### src/hw/rtl/fcw_pkg.sv
// Package for the face crop window calculator.
// Holds fixed-point widths, register indexes and the structs shared by
// the register block, the divider pipeline and the top level.
package fcw_pkg;

  localparam int FracBits = 12;
  localparam int MaxDim   = 4096;
  localparam int DimM1W   = $clog2(MaxDim);
  localparam int CfgDimW  = 13;
  localparam int ScaleW   = 16;
  localparam int NumW     = DimM1W + FracBits;
  localparam int DenW     = 14;
  localparam int CoordW   = 34;
  localparam int CutQ     = (18 * (1 << FracBits) + 50) / 100;
  localparam int AddrW    = 4;

  localparam logic [1:0] RegScale  = 2'd0;
  localparam logic [1:0] RegWidth  = 2'd1;
  localparam logic [1:0] RegHeight = 2'd2;

  typedef struct packed {
    logic [ScaleW-1:0] scale;
    logic [DimM1W-1:0] wm1;
    logic [DimM1W-1:0] hm1;
  } cfg_t;

  typedef struct packed {
    logic signed [12:0] x;
    logic [12:0]        w;
    logic signed [14:0] ny;
    logic [13:0]        nh;
    logic               bad;
  } side_t;

  typedef struct packed {
    logic [NumW-1:0] num_h;
    logic [DenW-1:0] den_h;
    logic [NumW-1:0] num_w;
    logic [DenW-1:0] den_w;
    side_t           side;
  } div_in_t;

  typedef struct packed {
    logic [NumW-1:0] q_h;
    logic [NumW-1:0] q_w;
    side_t           side;
  } div_out_t;

endpackage

### src/hw/rtl/fcw_apb_regs.sv
// APB configuration registers: scale limit, image width and image height.
// Depends on fcw_pkg; presents the clamped image sizes minus one.
module fcw_apb_regs (
  input  logic                     clk_i,
  input  logic                     rst_ni,
  input  logic                     psel,
  input  logic                     penable,
  input  logic                     pwrite,
  input  logic [fcw_pkg::AddrW-1:0] paddr,
  input  logic [31:0]              pwdata,
  output logic [31:0]              prdata,
  output logic                     pready,
  output fcw_pkg::cfg_t            cfg_o
);

  logic [fcw_pkg::ScaleW-1:0]  scale_q;
  logic [fcw_pkg::CfgDimW-1:0] width_q;
  logic [fcw_pkg::CfgDimW-1:0] height_q;
  logic                        wr_en;
  logic [1:0]                  idx;

  assign pready = 1'b1;
  assign wr_en  = psel & penable & pwrite;
  assign idx    = paddr[3:2];

  always_ff @(posedge clk_i or negedge rst_ni) begin
    if (!rst_ni) begin
      scale_q  <= fcw_pkg::ScaleW'(4096);
      width_q  <= fcw_pkg::CfgDimW'(1920);
      height_q <= fcw_pkg::CfgDimW'(1080);
    end else if (wr_en) begin
      unique case (idx)
        fcw_pkg::RegScale:  scale_q  <= pwdata[fcw_pkg::ScaleW-1:0];
        fcw_pkg::RegWidth:  width_q  <= pwdata[fcw_pkg::CfgDimW-1:0];
        fcw_pkg::RegHeight: height_q <= pwdata[fcw_pkg::CfgDimW-1:0];
        default: ;
      endcase
    end
  end

  always_comb begin
    unique case (idx)
      fcw_pkg::RegScale:  prdata = 32'(scale_q);
      fcw_pkg::RegWidth:  prdata = 32'(width_q);
      fcw_pkg::RegHeight: prdata = 32'(height_q);
      default:            prdata = 32'd0;
    endcase
  end

  function automatic logic [fcw_pkg::DimM1W-1:0] dim_m1(logic [fcw_pkg::CfgDimW-1:0] v);
    logic [fcw_pkg::CfgDimW-1:0] c;
    if (v < fcw_pkg::CfgDimW'(2)) c = fcw_pkg::CfgDimW'(2);
    else if (v > fcw_pkg::CfgDimW'(fcw_pkg::MaxDim)) c = fcw_pkg::CfgDimW'(fcw_pkg::MaxDim);
    else c = v;
    return fcw_pkg::DimM1W'(c - fcw_pkg::CfgDimW'(1));
  endfunction

  assign cfg_o.scale = scale_q;
  assign cfg_o.wm1   = dim_m1(width_q);
  assign cfg_o.hm1   = dim_m1(height_q);

endmodule

### config.mk
export PLATFORM = sky130hd
export DESIGN_NAME = fcw_apb_regs
export DESIGN_NICKNAME = d
export VERILOG_FILES = /design/src/hw/rtl/fcw_pkg.sv /design/src/hw/rtl/fcw_apb_regs.sv
export SDC_FILE = /design/constraint.sdc
export NUM_CORES = 1
export LEC_CHECK = 0
export BUFFER_PORTS_ARGS = -buffer_cell sky130_fd_sc_hd__buf_4
export CORE_MARGIN = 8
export CORE_UTILIZATION = 49
export DETAILED_ROUTE_END_ITERATION = 10
export GPL_ROUTABILITY_DRIVEN = 1
export PLACE_DENSITY_LB_ADDON = 0.08
export SLEW_MARGIN = 20
export SYNTH_ARGS = -nofsm -noshare
export SYNTH_HDL_FRONTEND = slang
export SYNTH_SLANG_ARGS = --single-unit
### constraint.sdc
create_clock -name clk_i -period 3.2 [get_ports clk_i]
set_input_delay 0.48 -clock clk_i [delete_from_list [all_inputs] [get_ports clk_i]]
set_output_delay 0.48 -clock clk_i [all_outputs]
set_load 0.03 [all_outputs]
; ---- Yosys cells after proc, flatten, opt, wreduce, memory -nomap -nowiden
; Cells that the tools add are included.
[totals]
register_bits = 42
inputBits = 41
out_inout_bits = 73
word_cells = 22
[op_classes]
n_addsub = 2
magnitude_cmp = 4
eq_ne = 2
muxes = 5
n_bitwise = 2
reduce_logical = 4
[ops]
columns = cell, n
row1 = two-way mux 12 bit, 4
row2 = case mux 16 bit (3 select lines), 1
row3 = "> comparator 13 bit, second input constant", 2
row4 = "< comparator 13 x 2 -> 1 bit, second input constant", 2
row5 = "subtractor 12 x 1 -> 12 bit, second input constant", 2
row6 = AND reduction 2 bit, 3
row7 = AND 1 bit, 2
row8 = "== test 2 x 1 -> 1 bit, second input constant", 1
row9 = "== test 2 bit, second input constant", 1
row10 = zero test 2 bit, 1

; ---- Longest topological paths before layout
[logic_depth]
depth_word = 4
ltp_mapped = 10
ltp_nobuf = 8

; ---- Worst setup path after synthesis
; OpenSTA, ideal clock, no wires.
[synth_timing]
kind = flip-flop to output port
from = register width_q[4] (netlist bit)
to = output port cfg_o[20] (netlist bit)
arrival_time_ns = 3.023
t_required_ns = 2.720
setup_slack_ns = -0.303
stages_incl_launch_ff = 10
path_buffers = 1
cell_sequence = dfrtp_1 > nor3_1 > nand2_1 > nor3_1 > nand3b_1 > ha_1 > clkbuf_1 > inv_1 > o211a_1 > a211oi_1
[synth_rtl]
columns = item, line
row1 = start: declaration, fcw_apb_regs.sv:17  ; logic [fcw_pkg::CfgDimW-1:0] width_q;
row2 = start signal: assignment, fcw_apb_regs.sv:29  ; width_q <= fcw_pkg::CfgDimW'(1920);
row3 = start signal: assignment, fcw_apb_regs.sv:34  ; fcw_pkg::RegWidth: width_q <= pwdata[fcw_pkg::CfgDimW-1:0];
row4 = end: declaration, fcw_apb_regs.sv:13  ; output fcw_pkg::cfg_t cfg_o

==> results.py <==
metrics = {
    "clocking": {
        "holdBufCountCts": 0,
        "cts_buffer_depth": 2,
        "clk_pin_slew_ns": 0.08,
        "cts-buffers-inserted": 5,
        "root_buffer": "clkbuf_8",
        "clock-sinks": 42,
        "clock_latency_ns": 0.29,
        "h-tree-depth": 2,
        "cts_tree": "done",
    },
    "place": {
        "io_buffers": 78,
        "place_inst": 424,
        "hpwl_um": 5800,
        "place.gp.congestion": 0.859,
        "place_ws_ns": 0.336,
    },
    "finish": {
        "nFillCells": 510,
        "antenna_cells": 0,
        "fin_nets": 402,
        "stdcell_count": 432,
        "area_delta_synth_final_pct": 27.5,
        "drive_gt1_frac": 0.436,
    },
    "timing": {
        "drv_slew": 0,
        "period_needed_ns": 3.05,
        "finalSetupTns_ns": 0,
        "hold_ws_ns": 0.155,
        "tightest_slew_ns": 0.787,
        "rsz0062_at_grt": "no",
        "fin_skew_ns": 0,
        "relSlewSlack": 0.476,
        "final-hold-violation-count": 0,
        "fmax_mhz": 327,
        "setup_ws_ns": 0.145,
        "setup_violations": 0,
        "period_share": 0.955,
    },
    "synthesis": {
        "ys_seq_area_frac": 0.388,
        "yosys_most_used_dff": "dfrtp_1",
        "ys_top_cells_by_area": "dfrtp_1 (30%), mux2_2 (16%), dfstp_2 (8.6%)",
        "synth_top_family_by_area": "multiplexers",
        "synth.cell_area_um2": 2740,
        "muxShareOfSynthArea": 0.219,
        "synth-edff-count": 0,
        "synthSimpleGateAreaFrac": 0.160,
        "yosysMostFrequentCell": "mux2_2",
        "yosys_warnings": 0,
        "synth_commonest_cells": "mux2_2 (39), dfrtp_1 (33), o21ai_0 (25)",
        "synth_fa_ha_area_frac": 0.00914,
        "async_flop_share": 1.00,
        "yosysTopAreaCellShare": 0.302,
        "synth_seq_cells": 42,
        "synth_xor_area_frac": 0.00640,
        "syn_avg_cell_area_um2": 9.71,
        "synth-compound-area-share": 0.134,
        "synth.distinct_cells": 46,
        "syn-instance-count": 282,
        "post-synth-top-area-cell": "dfrtp_1",
    },
    "detailed_routing": {
        "drtIter0Drc": 80,
        "first_pass_iters": 4,
        "vias": 2364,
        "ant_nets": 0,
        "finalWirelength_um": 7500,
        "wire_per_inst_um": 17.4,
        "drcViolationCount": 0,
        "drt-vias-per-instance": 5.47,
    },
    "pwr": {
        "p_leak_nw": 1.57,
        "power.total_w": 0.00268,
        "p_per_area_nw_per_um2": 768,
        "vdd_drop_max_mv": 0.446,
    },
    "run": {
        "max_cap_violations": 0,
    },
    "outcome": {
        "status": "finished, final reports clean",
    },
    "grt": {
        "grt_max_degree": 43,
        "grt-ovfl-total": 0,
        "grt_pass1_vias": 2430,
        "grt_usage": 0.181,
        "grt_pass1_wl_um": 12300,
        "antenna_found_initial": 0,
    },
    "min_path": {
        "hold_class": "in2async",
    },
    "critical_path": {
        "worstPathCellList": "nor4_2 > nand2_1 > nor3_1 > nand3b_1 > ha_2 > inv_1 > o211a_4 > a311oi_1 > buf_4",
        "cp.buffers_inverters": 2,
        "critPathSlowestCell": "dfrtp_1",
        "cp-start-kind": "flop",
        "rr_worst_depth": 2,
        "path_depth": 9,
        "critPathCaptureType": "output pin",
        "path_class": "reg2out",
        "crit_family": "simple AND/OR/NAND/NOR gates",
        "slowest_delay_ns": 0.44,
        "cp_data_arrival_time_ns": 2.57,
        "required_ns": 2.72,
        "crit_path_max_fanout": 7,
    },
    "floorplanning": {
        "rows": 27,
        "start_util": 0.504,
        "core_um2": 5440,
        "die_h_um": 90.8,
        "die_width_um": 90.8,
        "pin_count": 114,
        "die_area_um2": 8240,
    },
}
routing by layer:
metal	vias to the layer above	part of all wire	track usage
li1	1138	-	-
met1	1135	0.44	0.229
met2	86	0.48	0.295
met3	5	0.074	0.0532
met4	0	0.0063	0.0416
met5	-	0	0
area by class of cell:
cell class,count,area [µm²],share of cell area
tap,72,90.1,0.0258
sequential,42,1060,0.304
clock buffer,6,72.6,0.0208
timing repair buffer,87,653,0.187
inverter,7,26.3,0.00752
clock inverter,2,37.5,0.0107
multi-input combinational,216,1550,0.444
state kept, by name, indices dropped and copies added, names as in the netlist:
signal / flops
height_q: 13
scale_q: 16
width_q: 13
report_power, final:
part	switching, W	internal [W]	leakage (nW)	total (W)
Sequential	0.000183	0.000676	0.497	0.000859
Clock	0.000184	0.000233	0.0514	0.000417
Combinational	0.000838	0.000569	1.02	0.00141
final timing paths:
check	endpoint	startpoint	slack (ns)
worst max-delay path	cfg_o[10]	height_q[9]$_DFFE_PN0P_	0.15
worst min-delay path	height_q[0]$_DFFE_PN0P_	rst_ni	0.15
worst max register to register	height_q[12]$_DFFE_PN0P_	height_q[12]$_DFFE_PN0P_	2.07
worst min register to register	scale_q[15]$_DFFE_PN0P_	scale_q[15]$_DFFE_PN0P_	0.54
max in group asynchronous	height_q[8]$_DFFE_PN0P_	rst_ni	2.67
min in group clk_i	scale_q[13]$_DFFE_PN0P_	pwdata[13]	0.42
cells in the final DEF, fill, tap and decap left out, types with 4 or more instances in the layout:
cell type	n
nor3_1	7
nor2b_1	6
nand2_1	24
and2_1	4
o21ai_0	25
o31ai_1	4
nand3_1	5
a21oi_1	8
mux2i_1	16
dfrtp_1	32
conb_1	17
inv_1	7
clkbuf_8	5
buf_4	87
nor2_1	15
or3_1	8
mux2_2	39
dfstp_2	9
metrics by stage:
step,area (µm²),util
2_1_floorplan,2810,-
3_3_place_gp,3370,0.619
3_5_place_dp,3370,0.619
4_1_cts,3480,0.640
5_1_grt,3490,0.642
6_report,3490,0.642
cells by family after synthesis:
logic type	count (synthesis)
buffers and inverters	39
muxes	55
adders and majority gates	2
xor gates and xnor gates	2
and+or+nand+nor	83
DFF	42
other	2
AOI/OAI and AO/OA	57
timing repair:
| item | 4_1_cts | 5_1_grt |
|---|---|---|
| hold endpoints to repair | 0 | 0 |
| setup endpoints to repair | 1 | 8 |
| buffers inserted | 0 | 0 |
| gates resized for setup | 1 | 4 |
No activity file was read; power rests on OpenSTA's default activity.
