<file path="config.mk">
export PLATFORM = sky130hd
export DESIGN_NAME = fcw_div_pipe
export DESIGN_NICKNAME = d
export VERILOG_FILES = /design/src/hw/rtl/fcw_pkg.sv /design/src/hw/rtl/fcw_div_pipe.sv
export SDC_FILE = /design/constraint.sdc
export NUM_CORES = 2
export LEC_CHECK = 0
export BUFFER_PORTS_ARGS = -buffer_cell sky130_fd_sc_hd__buf_2
export CORE_ASPECT_RATIO = 1.25
export CORE_UTILIZATION = 40
export CTS_CLUSTER_SIZE = 10
export DETAILED_ROUTE_END_ITERATION = 10
export PLACE_DENSITY_LB_ADDON = 0.1
export SYNTH_ARGS = -nofsm -noshare
export SYNTH_HDL_FRONTEND = slang
export SYNTH_MEMORY_MAX_BITS = 65536
export SYNTH_SLANG_ARGS = --single-unit
</file>
<file path="constraint.sdc">
create_clock -name clk_i -period 7.6 [get_ports clk_i]
set_input_delay 1.52 -clock clk_i [delete_from_list [all_inputs] [get_ports clk_i]]
set_output_delay 1.52 -clock clk_i [all_outputs]
set_load 0.02 [all_outputs]
</file>
<file path="src/hw/rtl/fcw_pkg.sv">
// Package for the face crop window calculator.
// Holds fixed-point widths, register indexes and the structs shared by
// the register block, the divider pipeline and the top level.
package fcw_pkg;

  localparam int FracBits = 12;
  localparam int MaxDim   = 4096;
  localparam int DimM1W   = $clog2(MaxDim);
  localparam int CfgDimW  = 13;
  localparam int ScaleW   = 16;
  localparam int NumW     = DimM1W + FracBits;
  localparam int DenW     = 14;
  localparam int CoordW   = 34;
  localparam int CutQ     = (18 * (1 << FracBits) + 50) / 100;
  localparam int AddrW    = 4;

  localparam logic [1:0] RegScale  = 2'd0;
  localparam logic [1:0] RegWidth  = 2'd1;
  localparam logic [1:0] RegHeight = 2'd2;

  typedef struct packed {
    logic [ScaleW-1:0] scale;
    logic [DimM1W-1:0] wm1;
    logic [DimM1W-1:0] hm1;
  } cfg_t;

  typedef struct packed {
    logic signed [12:0] x;
    logic [12:0]        w;
    logic signed [14:0] ny;
    logic [13:0]        nh;
    logic               bad;
  } side_t;

  typedef struct packed {
    logic [NumW-1:0] num_h;
    logic [DenW-1:0] den_h;
    logic [NumW-1:0] num_w;
    logic [DenW-1:0] den_w;
    side_t           side;
  } div_in_t;

  typedef struct packed {
    logic [NumW-1:0] q_h;
    logic [NumW-1:0] q_w;
    side_t           side;
  } div_out_t;

endpackage

</file>
<file path="src/hw/rtl/fcw_div_pipe.sv">
// Two restoring dividers side by side, one quotient bit per stage.
// Depends on fcw_pkg; side data travels with each word.
module fcw_div_pipe (
  input  logic               clk_i,
  input  logic               rst_ni,
  input  logic               en_i,
  input  logic               valid_i,
  input  fcw_pkg::div_in_t   data_i,
  output logic               valid_o,
  output fcw_pkg::div_out_t  data_o
);

  localparam int N = fcw_pkg::NumW;
  localparam int D = fcw_pkg::DenW;

  logic          valid_q [N];
  logic [N-1:0]  num_q   [N][2];
  logic [D-1:0]  den_q   [N][2];
  logic [D-1:0]  rem_q   [N][2];
  logic [N-1:0]  quo_q   [N][2];
  fcw_pkg::side_t side_q [N];

  for (genvar k = 0; k < N; k++) begin : g_stage
    logic          v_prev;
    logic [N-1:0]  n_prev [2];
    logic [D-1:0]  d_prev [2];
    logic [D-1:0]  r_prev [2];
    logic [N-1:0]  q_prev [2];
    fcw_pkg::side_t s_prev;

    if (k == 0) begin : g_first
      assign v_prev    = valid_i;
      assign n_prev[0] = data_i.num_h;
      assign n_prev[1] = data_i.num_w;
      assign d_prev[0] = data_i.den_h;
      assign d_prev[1] = data_i.den_w;
      assign r_prev[0] = '0;
      assign r_prev[1] = '0;
      assign q_prev[0] = '0;
      assign q_prev[1] = '0;
      assign s_prev    = data_i.side;
    end else begin : g_next
      assign v_prev    = valid_q[k-1];
      assign n_prev[0] = num_q[k-1][0];
      assign n_prev[1] = num_q[k-1][1];
      assign d_prev[0] = den_q[k-1][0];
      assign d_prev[1] = den_q[k-1][1];
      assign r_prev[0] = rem_q[k-1][0];
      assign r_prev[1] = rem_q[k-1][1];
      assign q_prev[0] = quo_q[k-1][0];
      assign q_prev[1] = quo_q[k-1][1];
      assign s_prev    = side_q[k-1];
    end

    for (genvar l = 0; l < 2; l++) begin : g_lane
      logic [D:0] trial;
      logic       ge;
      assign trial = {r_prev[l], n_prev[l][N-1-k]};
      assign ge    = trial >= {1'b0, d_prev[l]};

      always_ff @(posedge clk_i) begin
        if (en_i) begin
          num_q[k][l] <= n_prev[l];
          den_q[k][l] <= d_prev[l];
          rem_q[k][l] <= ge ? D'(trial - {1'b0, d_prev[l]}) : D'(trial);
          quo_q[k][l] <= {q_prev[l][N-2:0], ge};
        end
      end
    end

    always_ff @(posedge clk_i or negedge rst_ni) begin
      if (!rst_ni) begin
        valid_q[k] <= 1'b0;
      end else if (en_i) begin
        valid_q[k] <= v_prev;
      end
    end

    always_ff @(posedge clk_i) begin
      if (en_i) begin
        side_q[k] <= s_prev;
      end
    end
  end

  assign valid_o     = valid_q[N-1];
  assign data_o.q_h  = quo_q[N-1][0];
  assign data_o.q_w  = quo_q[N-1][1];
  assign data_o.side = side_q[N-1];

endmodule

</file>
[After elaboration in Yosys (flattened, before gate mapping)]
Memories as Yosys holds them, arrays and structs flattened.
Cells that the tools add are included.
Word-level totals
  bits in registers: 24
  latch bits: 0
  memory bits (writable): 4992
  bits in read-only memories: 0
  input port bits: 136
  output and inout bits: 105
  logic and storage cells: 175
  memories kept: 5
Memory list
  side_q: words 24, bits a word 56, read ports 24, clocked after Yosys merged registers in 0, write ports 24, RTL line fcw_div_pipe.sv:21  | fcw_pkg::side_t side_q [N];
  num_q: words 24, bits a word 48, read ports 23, clocked after Yosys merged registers in 0, write ports 24, RTL line fcw_div_pipe.sv:17  | logic [N-1:0] num_q [N][2];
  quo_q: words 24, bits a word 48, read ports 24, clocked after Yosys merged registers in 0, write ports 24, RTL line fcw_div_pipe.sv:20  | logic [N-1:0] quo_q [N][2];
  den_q: words 24, bits a word 28, read ports 23, clocked after Yosys merged registers in 0, write ports 24, RTL line fcw_div_pipe.sv:18  | logic [D-1:0] den_q [N][2];
  rem_q: words 24, bits a word 28, read ports 23, clocked after Yosys merged registers in 0, write ports 24, RTL line fcw_div_pipe.sv:19  | logic [D-1:0] rem_q [N][2];
Cells by class
  add/subtract/negate cells: 48
  $mul: 0
  divide/modulo/power cells: 0
  order comparisons: 48
  equal/unequal tests: 0
  shifts and indexed selects: 0
  muxes and demuxes: 50
  bitwise logic cells: 0
  reduce and logical (&&, ||, !) cells: 0
Operators by type and width (number)
  $ge 15x14->1: 46
  $mux 14: 48
  $sub 14x14->14: 46
  $ge 1x14->1: 2
  $sub 1x14->14: 2
  $mux 1: 2

[Longest topological paths before layout]
An unclocked memory read counts as a cell.
  depth after elaboration: 3
  gate-level depth with buffers: 12
  mapped depth without buffers: 11

[Worst setup path after synthesis]
No wires, ideal clock.
  path type: input to register
  from: input port data_i[93] (netlist bit)
  to: memory rem_q[0][0] (netlist bit) (data pin)
  setup time: 0.266 ns
  arrival: 2.923 ns
  required time: 7.334 ns
  path slack: 4.411 ns
  cell stages on the path: 8
  buffers on the path: 1
  path through: inv_1 -> ha_1 -> inv_1 -> ha_1 -> a21oi_1 -> nor4_1 -> clkbuf_1 -> a21oi_1
RTL lines
  start: declaration: RTL line fcw_div_pipe.sv:8  | input fcw_pkg::div_in_t data_i,
  end: declaration: RTL line fcw_div_pipe.sv:19

==> reports/metrics.cfg <==
[routing]
num_vias=75940
vias_per_cell=4.956
drc=0
wl_met3_mm=9.402
wl_mm=269.2
highest_layer=met4
drt_iter0_markers=4440
detail_route.wl_per_cell_um=17.57
wl_met1_mm=100.5
met2_length_mm=148.0
ant_nets=0
drtPass1Iterations=6

[critical_path]
cp.arrival_ns=4.35
reg2reg_depth=8
max_stage_delay_ns=0.87
cpMostUsedCell=o21ai_0
crit_path_cell_trace=ha_1, nor2b_1, o21ai_0, a21boi_0, o21ai_0, a31oi_1, a31oi_2, mux2_2
startpoint_type=flip-flop
crit_required_ns=8.26
reg2reg_slack_ns=3.91
end_kind=flip-flop
cp_top_family=compound AO/OA/AOI/OAI gates
timing.rr.start=rem_q[0][98]
path_buf_inv=0
worst-path-max-fanout=14
critical_path_class=flip-flop to flip-flop
regToRegEndpoint=rem_q[0][138]
cp_slowest_cell=a31oi_2

[power_and_ir_drop]
p_leak_nw=65.40
pwr-share-comb=0.271
p_total_mw=63.99
clkPwrFrac=0.282
sw_frac_of_total=0.2869
p_seq_frac=0.447
p_sw_mw=18.36
ir_drop_mv=0.2198
power_density_nw_per_um2=366.3
p_int_mw=45.64

[sta]
tightest_slew_ns=1.109
fin_skew_ns=0.07856
max_slew_margin=0.2548
rsz0062_at_grt=no
finalCritPeriodShare=0.4861
fmax_ghz=0.2707
setup_tns_ns=0
setup_viol=0
finalWorstPathRequiredPeriod_ns=3.694
finalMaxSlewViolations=0
worst_slack_ns=3.906
finalHoldViolCount=0
whs_ns=0.3504

[synthesis]
ys_warn_count=0
yosysSeqAreaShare=0.7385
yosys_most_used_dff=edfxtp_1
yosys.area.top_type=edfxtp_1
asyncSetResetFlopFracSynth=0.006303
syn_nets=10290
synth-edff-count=3784
syn_inst=9421
syn-cell-area_um2=154700
synth_commonest_cells=edfxtp_1, inv_1, ha_1
synth_top_area_frac=0.7346
yosys-top-cells-area=edfxtp_1, ha_1, mux2_2
synth.avg_cell_area_um2=16.42
ys_seq_elements=3808
ys_types=87
yosysMostFrequentCell=edfxtp_1

[placed_design]
dp_hpwl_mm=181.3
dp.cells=14760
placed_area_um2=162800
port_buffers=240
place_ws_ns=3.736
gp_congestion=0.8715

[floorplan]
rows=254
die_w_um=558.2
pin_count=241
die_area_um2=389200
start_util=0.4029
core_um2=383900
fp.dieH_um=697.3

[grt]
gr-total-overflow=0
grt_pass1_wl_mm=426.5
antenna_found_initial=7
grt_pass1_vias=80310
grtUsageTotal=0.1361
grt_max_degree=170

[cells_and_area]
design_area_um2=174700
area_growth_pct=12.94
nets=10940
drive_gt1_frac=0.1368
fillers=33200
final_cells=15320
post-route-util=0.4551

[clock_tree]
cts_buffers=430
tritoncts=done
postCtsSetupBuffers=0
cts_max_path_buffers=4
path_clk_slew_ns=0.06
cts.htree.levels=5
cts_resized=0
cts_hold_buf=0
insertion_delay_ns=0.98
clockRootBuffer=clkbuf_16
cts.sinks=3808

[min_path]
min_path_type=flip-flop to flip-flop
whs_path_depth=0
min-delay-start=side_q[0][406]
hold_path_end=side_q[1][14]

[flow_run]
maxCapViolCount=0

[run_status]
outcome=completed

power groups by stage:
stage	combinational (mW)	sequential, mW	clock (mW)
after floorplan	13.4	28.4	0
after global placement	16.9	29.1	0
after detailed placement	17.2	29.1	0
after CTS	17.4	28.7	18.9
after global routing	19.2	28.9	19.6
final	17.3	28.6	18.0
registers in the layout (all words and copies together) (netlist names):
signal	flops
g_stage.v_prev	23
rem_q	644
quo_q	600
valid_o	1
num_q	552
den_q	644
side_q	1344
layout make-up:
class / instances / area (µm²) / area share
flip-flops and latches: 3808 / 114200 / 0.6539
multi-input cells: 4624 / 36730 / 0.2102
clock buffers: 508 / 11130 / 0.06369
well taps: 5120 / 6406 / 0.03667
inverters: 891 / 3344 / 0.01914
repair buffers: 316 / 2100 / 0.01202
clock inverters: 54 / 760.7 / 0.004355
diodes: 2 / 5.005 / 0.00002865
worst register-to-register path: stages, from the launching register on:
cell      delay, ns
edfxtp_1       0.46
ha_1           0.34
nor2b_1        0.13
o21ai_0        0.21
a21boi_0       0.21
o21ai_0        0.46
a31oi_1        0.32
a31oi_2        0.87
mux2_2         0.42
layer usage:
metal,vias to the layer above,global-route usage
li1,36930,-
met1,37140,0.1415
met2,1229,0.2642
met3,639,0.02211
met4,0,0.05937
met5,-,0
worst max-delay path by stage:
| stage | start | endpoint | slack, ns | cells past startpoint |
|---|---|---|---|---|
| finish | rem_q[0][98] | rem_q[0][138] | 3.91 | 8 |
| detailed placement | en_i | den_q[0][168] | 3.74 | 3 |
| global route | rem_q[0][98] | rem_q[0][138] | 3.74 | 8 |
| CTS | rem_q[0][98] | rem_q[0][138] | 3.92 | 8 |
| global placement | en_i | num_q[0][304] | 3.76 | 3 |
| floorplan | data_i[93] | rem_q[0][0] | 4.41 | 8 |
cell families (layout without fill, tap and decap cells):
kind of cell | count (synthesis) | in the layout | share of synthesized area
xor gates and xnor gates | 371 | 371 | 0.02101
and+or+nand+nor | 1288 | 1288 | 0.04177
muxes | 557 | 557 | 0.04022
DFF | 3808 | 3808 | 0.7385
buffers and inverters | 989 | 1769 | 0.02440
other | 0 | 2 | 0
adders and majority gates | 736 | 736 | 0.06167
AOI/OAI and AO/OA | 1672 | 1672 | 0.07247
cell usage in the layout, fill, tap and decap left out, drive strengths merged, types with 98 or more instances in the layout:
cell    count
a21o      266
a21oi     366
buf       316
clkbuf    508
edfxtp   3784
ha        692
inv       898
mux2      495
nand2     280
nor2      350
nor3       98
o21ai     324
xnor2     200
xor2      171
Power figures use the tool's default switching activity.
